`src/rtl/core/hcs_pkg.sv`:
```
package hcs_pkg;

  // Number of graph vertices.
  localparam int VERTICES = 8;

  // Bits needed for a vertex number and for a count from 0 to VERTICES.
  localparam int VIDX_W = $clog2(VERTICES);
  localparam int CNT_W  = $clog2(VERTICES + 1);

  // Fixed field widths of the transactions.
  localparam int ROW_W    = 8;
  localparam int VERTEX_W = 3;

  typedef struct packed {
    logic [ROW_W-1:0] row_bits;
    logic             row_last;
  } hcs_row_t;

  typedef struct packed {
    logic [VERTEX_W-1:0] vertex;
    logic                found;
    logic                last;
  } hcs_res_t;

  // Status from the search sequencer.
  typedef struct packed {
    logic busy;
    logic done;
  } hcs_stat_t;

endpackage

```
`src/rtl/core/hcs_adj_store.sv`:
```
module hcs_adj_store
  import hcs_pkg::*;
(
  input  logic                clk,
  input  logic                rst,
  input  logic                wr_en,
  input  logic [ROW_W-1:0]    wr_row,
  input  logic                clear,
  input  logic [VIDX_W-1:0]   rd_addr,
  output logic [VERTICES-1:0] rd_row
);

  logic [VERTICES-1:0] adj [VERTICES];
  logic [CNT_W-1:0]    row_count;

  // Rows past the last vertex are dropped and the count saturates.
  always_ff @(posedge clk) begin
    if (wr_en && (row_count < CNT_W'(VERTICES))) begin
      adj[row_count[VIDX_W-1:0]] <= VERTICES'(wr_row);
    end
  end

  always_ff @(posedge clk) begin
    if (rst || clear) begin
      row_count <= '0;
    end else if (wr_en && (row_count < CNT_W'(VERTICES))) begin
      row_count <= row_count + 1'b1;
    end
  end

  assign rd_row = adj[rd_addr];

endmodule

```
`src/rtl/core/hcs_search.sv`:
```
module hcs_search
  import hcs_pkg::*;
(
  input  logic                clk,
  input  logic                rst,
  input  logic                start,
  output logic [VIDX_W-1:0]   adj_addr,
  input  logic [VERTICES-1:0] adj_row,
  input  logic                out_free,
  output logic                emit,
  output hcs_res_t            emit_item,
  output hcs_stat_t           stat
);

  localparam logic [1:0] S_IDLE   = 2'd0;
  localparam logic [1:0] S_SEARCH = 2'd1;
  localparam logic [1:0] S_EMIT   = 2'd2;
  localparam logic [1:0] S_FAIL   = 2'd3;

  logic [1:0]          state;
  logic [VIDX_W-1:0]   path [VERTICES];
  logic [VERTICES-1:0] mask;
  logic [CNT_W-1:0]    depth;
  logic [CNT_W-1:0]    cand;
  logic [CNT_W-1:0]    idx;

  logic [CNT_W-1:0]    depth_m1;
  logic [VIDX_W-1:0]   rd_addr;
  logic [VIDX_W-1:0]   last_v;
  logic                emit_last;

  assign depth_m1  = depth - 1'b1;
  assign emit_last = (idx == CNT_W'(VERTICES));

  // One read port on the path: the top of the path while searching,
  // the output position while streaming the cycle out.
  always_comb begin
    if (state == S_EMIT) begin
      rd_addr = emit_last ? '0 : idx[VIDX_W-1:0];
    end else begin
      rd_addr = depth_m1[VIDX_W-1:0];
    end
  end

  assign last_v   = path[rd_addr];
  assign adj_addr = last_v;

  always_ff @(posedge clk) begin
    if (rst) begin
      state <= S_IDLE;
      mask  <= '0;
      depth <= '0;
      cand  <= '0;
      idx   <= '0;
    end else begin
      unique case (state)
        S_IDLE: begin
          if (start) begin
            path[0] <= '0;
            mask    <= VERTICES'(1);
            depth   <= CNT_W'(1);
            cand    <= CNT_W'(1);
            state   <= S_SEARCH;
          end
        end
        S_SEARCH: begin
          if ((depth == CNT_W'(VERTICES)) && adj_row[0]) begin
            idx   <= '0;
            state <= S_EMIT;
          end else if ((depth < CNT_W'(VERTICES)) && (cand < CNT_W'(VERTICES))) begin
            if (adj_row[cand[VIDX_W-1:0]] && !mask[cand[VIDX_W-1:0]]) begin
              path[depth[VIDX_W-1:0]] <= cand[VIDX_W-1:0];
              mask[cand[VIDX_W-1:0]]  <= 1'b1;
              depth                   <= depth + 1'b1;
              cand                    <= CNT_W'(1);
            end else begin
              cand <= cand + 1'b1;
            end
          end else if (depth <= CNT_W'(1)) begin
            state <= S_FAIL;
          end else begin
            // Undo the latest choice and resume just after it.
            depth        <= depth_m1;
            mask[last_v] <= 1'b0;
            cand         <= CNT_W'(last_v) + 1'b1;
          end
        end
        S_EMIT: begin
          if (out_free) begin
            idx <= idx + 1'b1;
            if (emit_last) begin
              mask  <= '0;
              depth <= '0;
              state <= S_IDLE;
            end
          end
        end
        S_FAIL: begin
          if (out_free) begin
            mask  <= '0;
            depth <= '0;
            state <= S_IDLE;
          end
        end
        default: begin
          state <= S_IDLE;
        end
      endcase
    end
  end

  always_comb begin
    emit_item = '0;
    emit      = 1'b0;
    if (state == S_EMIT) begin
      emit             = out_free;
      emit_item.vertex = VERTEX_W'(last_v);
      emit_item.found  = 1'b1;
      emit_item.last   = emit_last;
    end else if (state == S_FAIL) begin
      emit           = out_free;
      emit_item.last = 1'b1;
    end
  end

  assign stat.busy = (state != S_IDLE);
  assign stat.done = emit && emit_item.last;

  a_depth_range: assert property (@(posedge clk) disable iff (rst)
    (state == S_SEARCH) |-> (depth >= CNT_W'(1)) && (depth <= CNT_W'(VERTICES)))
    else $error("search depth out of range");

  a_mask_count: assert property (@(posedge clk) disable iff (rst)
    (state == S_SEARCH) |-> ($countones(mask) == int'(depth)) && mask[0])
    else $error("on-path mask does not match search depth");

  a_emit_state: assert property (@(posedge clk) disable iff (rst)
    emit |-> (state == S_EMIT) || (state == S_FAIL))
    else $error("result issued outside an output state");

  a_start_idle: assert property (@(posedge clk) disable iff (rst)
    (start && (state == S_IDLE)) |=> (state == S_SEARCH) && (depth == CNT_W'(1)))
    else $error("search did not start");

endmodule

```
`src/rtl/core/hamiltonian_cycle_search.sv`:
```
// Hamiltonian cycle search over a directed graph of VERTICES vertices.
// The row channel (row_valid, row_stall, row) carries the adjacency matrix,
// one row per transaction starting at row 0; bit j of row_bits marks an edge
// to vertex j. Rows load at one per cycle while row_stall is low. A
// transaction with row_last set starts a depth-first backtracking search
// from vertex 0; rows beyond VERTICES in one load are dropped.
// The search runs one step per cycle on a single sequencer: each step tests
// one candidate vertex against the adjacency row of the path top, pushes it,
// or pops the path. The number of such steps depends on the graph.
// row_stall stays high from the cycle after the last row until the final
// result has entered the output register.
// The result channel (res_valid, res_stall, res) then gives the cycle as
// VERTICES+1 transactions, vertex 0 first and vertex 0 again last, with found
// set, or one transaction with found clear when no cycle exists; last marks
// the final one. Results follow one per cycle while res_stall is low; a stall
// holds the output register and pauses the stream.
// Reset clears the row count, the search state and the output valid; the
// adjacency rows are undefined until loaded.
module hamiltonian_cycle_search
  import hcs_pkg::*;
(
  input  logic     clk,
  input  logic     rst,
  input  logic     row_valid,
  output logic     row_stall,
  input  hcs_row_t row,
  output logic     res_valid,
  input  logic     res_stall,
  output hcs_res_t res
);

  logic                row_take;
  logic                start;
  logic                out_free;
  logic                emit;
  hcs_res_t            emit_item;
  hcs_stat_t           stat;
  logic [VIDX_W-1:0]   adj_addr;
  logic [VERTICES-1:0] adj_row;

  assign row_stall = stat.busy;
  assign row_take  = row_valid && !row_stall;
  assign start     = row_take && row.row_last;
  assign out_free  = !res_valid || !res_stall;

  hcs_adj_store u_adj (
    .clk     (clk),
    .rst     (rst),
    .wr_en   (row_take),
    .wr_row  (row.row_bits),
    .clear   (stat.done),
    .rd_addr (adj_addr),
    .rd_row  (adj_row)
  );

  hcs_search u_search (
    .clk       (clk),
    .rst       (rst),
    .start     (start),
    .adj_addr  (adj_addr),
    .adj_row   (adj_row),
    .out_free  (out_free),
    .emit      (emit),
    .emit_item (emit_item),
    .stat      (stat)
  );

  always_ff @(posedge clk) begin
    if (rst) begin
      res_valid <= 1'b0;
    end else if (out_free) begin
      res_valid <= emit;
    end
  end

  always_ff @(posedge clk) begin
    if (emit) begin
      res <= emit_item;
    end
  end

endmodule
```
`config.mk`:
```
export PLATFORM = sky130hd
export DESIGN_NAME = hamiltonian_cycle_search
export DESIGN_NICKNAME = d
export VERILOG_FILES = /design/src/rtl/core/hcs_pkg.sv /design/src/rtl/core/hcs_adj_store.sv /design/src/rtl/core/hcs_search.sv /design/src/rtl/core/hamiltonian_cycle_search.sv
export SDC_FILE = /design/constraint.sdc
export NUM_CORES = 1
export LEC_CHECK = 0
export ABC_AREA = 1
export BUFFER_PORTS_ARGS = -buffer_cell sky130_fd_sc_hd__buf_2
export CORE_UTILIZATION = 60
export DETAILED_ROUTE_END_ITERATION = 10
export PLACE_DENSITY_LB_ADDON = 0.12
export SYNTH_ARGS = -nofsm -noshare
export SYNTH_HDL_FRONTEND = slang
export SYNTH_SLANG_ARGS = --single-unit
```
`constraint.sdc`:
```
create_clock -name clk -period 4.3 [get_ports clk]
set_input_delay 0.43 -clock clk [delete_from_list [all_inputs] [get_ports clk]]
set_output_delay 0.43 -clock clk [all_outputs]
set_load 0.1 [all_outputs]
```
==> run metrics <==
outcome=finished clean; die width=101 um; Worst Path Required=4.49 ns; Slowest cell on crit path=dfxtp_1; Yosys top cell area share=0.480; Synth Cell Area=5820 um^2; critical path arrival=4.17 ns; Synth top cells by count=nand2_1 (182), edfxtp_1 (93), nand3_1 (82), nor2_1 (59), inv_1 (48); #FFs+latches synth=120; Antenna Cells=0; critical path launch point type=register; largest area contributor in the netlist=edfxtp_1; Post-Synthesis Cells=644; Slew Viols, Final=0; Yosys cell types=40; Final Hold Viols=0; R2R depth=18; skew final=0.00482 ns; Crit. End Element=register; Lkg Pwr=0.00272 uW; top_reg_cell synth=edfxtp_1; crit path kind=reg -> reg; setup slack, reg-to-reg=0.32 ns; Hold Slack=0.181 ns; Tcrit/Tclk final=0.926; Crit path largest cell delay=0.45 ns; CTS Root Cell=clkbuf_8; most common cell in the synthesized netlist=nand2_1; Final setup viols=0; Layout Utilization=0.710; boundary pin count=20; hold depth=1; global-route wire length before repair=21500 um; share of post-route cells with drive strength above 1=0.112; worst r2r dst=u_search.path[6][2]; setup_tns=0 ns; total power=5880 uW; largest net degree at the start of global routing=25; VDD IR-drop max=0.000499 V; cell repeated most along the worst path=nand3_1; # nets final=687; Routed Antenna Nets=0; top cells by area, synth=edfxtp_1 (48%), nand2_1 (12%), dfxtp_1 (9.3%); Post-Syn Nets=666; Wirelength per Cell=16.4 um; vias per cell=5.67; Hold Crit Start=row[5]; clock buffer count from CTS=17; Final Critical Period=3.98 ns; Hold Path End=u_adj.adj[1][4]; worst-path fanout max=11; clock latency on the worst-skew pair=0.52 ns; DP Wirelength=9080 um; number of max-cap violations=0; Max Clk Rate=251 MHz; initial antenna violation count=0; Core ar.=9330 um^2; pwr dens=888 nW/um^2; yosys synthesis warning count=0; R2R Path Start=u_search.depth[0]; number of synthesized flops with an enable pin=93; die area=10100 um^2; Worst Max-Slew Pin Slew=0.975 ns; H-tree levels=4; GR Util All Layers=0.287; clk buf depth=2; CTS tree=built; DIE HEIGHT=101 um; Initial Utilization=0.624; crit-path cells=inv_1 -> ha_1 -> nand2_1 -> a21boi_2 -> nand3_1 -> nand3_1 -> nand2_1 -> nor2_1 -> nand3_1 -> nand2_1 -> o21ai_1 -> nand3_1 -> nor2_1 -> nand2_2 -> clkinv_2 -> nand3_1 -> nand2_1 -> nor2_1; Rows=35; hold_buf cts=0; final global-route overflow total=0; vias in the first global route=4283; sequential area share after synthesis=0.572; syn avg cell area=9.04 um^2; Tightest Hold Check Type=in -> reg; final wirelength=13200 um; Layout area overhead=13.7%; Clock Sinks=120; fraction of registers with async set/reset=0; DR DRC count=0; RSZ-0062 raised after global routing=false; number of port buffers=19; 1st-pass router iterations=5; Max-slew headroom=0.348; clock-pin transition on the worst setup and hold timing paths=0.06 ns; Initial DRC Count=335; routed vias=4578; gpl congestion=0.962
==> area by class of cell <==
type / instances / area (um^2)
multi-input combinational: 447 / 2150
inverter: 53 / 200
tap: 129 / 161
timing repair buffer: 26 / 160
sequential: 120 / 3330
fill: 713 / 2710
clock buffer: 22 / 453
clock inverter: 10 / 168
==> cell families after synthesis <==
logic type | share of synthesized area
buf+inv | 0.0599
fa+ha+maj | 0.0193
simple gates | 0.275
xor+xnor | 0.00902
flops | 0.572
compound gates | 0.0642
==> critical path, delay by kind of cell (launching register included) <==
kind,cells,cell delay [ns]
adder cells (fa/ha/maj),1,0.37
AO/OA/AOI/OAI,2,0.37
flip-flops,1,0.45
AND/OR/NAND/NOR,13,2.14
buffers and inverters,2,0.32
==> how the worst max path moves through the flow <==
stage               slack, ns         startpoint                   to  cells past startpoint
floorplan                1.19  u_search.depth[0]  u_search.path[0][0]                     20
global placement         0.42  u_search.depth[0]  u_search.path[6][1]                     18
detailed placement       0.33  u_search.depth[0]  u_search.path[6][0]                     21
CTS                      0.28    u_search.idx[0]  u_search.path[6][2]                     21
global route             0.01  u_search.depth[0]  u_search.path[6][0]                     18
finish                   0.32  u_search.depth[0]  u_search.path[6][2]                     18
==> timing repair <==
action                     CTS  global route
hold endpoints to repair     0             0
gates resized for setup      0             2
setup buffers                0             0
setup endpoints to repair    0            14
==> state kept, by name, indices dropped and copies added (netlist names) <==
name             count
res                  5
u_search.idx         4
u_search.depth       4
u_search.state       2
res_valid            1
u_search.cand        4
u_adj.adj           64
u_adj.row_count      4
u_search.mask        8
u_search.path       24
==> report_power, final <==
| part | internal (uW) | leakage [uW] | switching [uW] | total [uW] |
|---|---|---|---|---|
| clock | 977 | 0.000300 | 509 | 1490 |
| sequential | 1380 | 0.00106 | 90.6 | 1470 |
| combinational | 854 | 0.00136 | 2070 | 2920 |
==> per-stage QoR <==
step | instance area, um^2 | std cells | setup slack [ns]
detailed placement | 6000 | 775 | 0.326
global route | 6620 | 807 | 0.0100
finish | 6620 | 807 | 0.318
CTS | 6620 | 807 | 0.282
floorplan | 5820 | 644 | 1.19
global placement | 6000 | 775 | 0.424
==> layout by cell type, fill, tap and decap left out, types with 8 or more instances in the layout <==
cell	count
nand2_1	181
edfxtp_1	93
nand3_1	82
nor2_1	58
inv_1	48
a21oi_1	37
dfxtp_1	27
buf_2	19
clkbuf_16	16
nor3_1	12
o21ai_1	11
nand3b_1	9
ha_1	9
o21ai_0	8
==> per-layer routing <==
metal,GRT usage,share of wire
met3,0.0784,0.078
met2,0.460,0.49
met4,0.123,0.019
met1,0.368,0.42
met5,0,0
No activity file was read; power rests on OpenSTA's default activity.
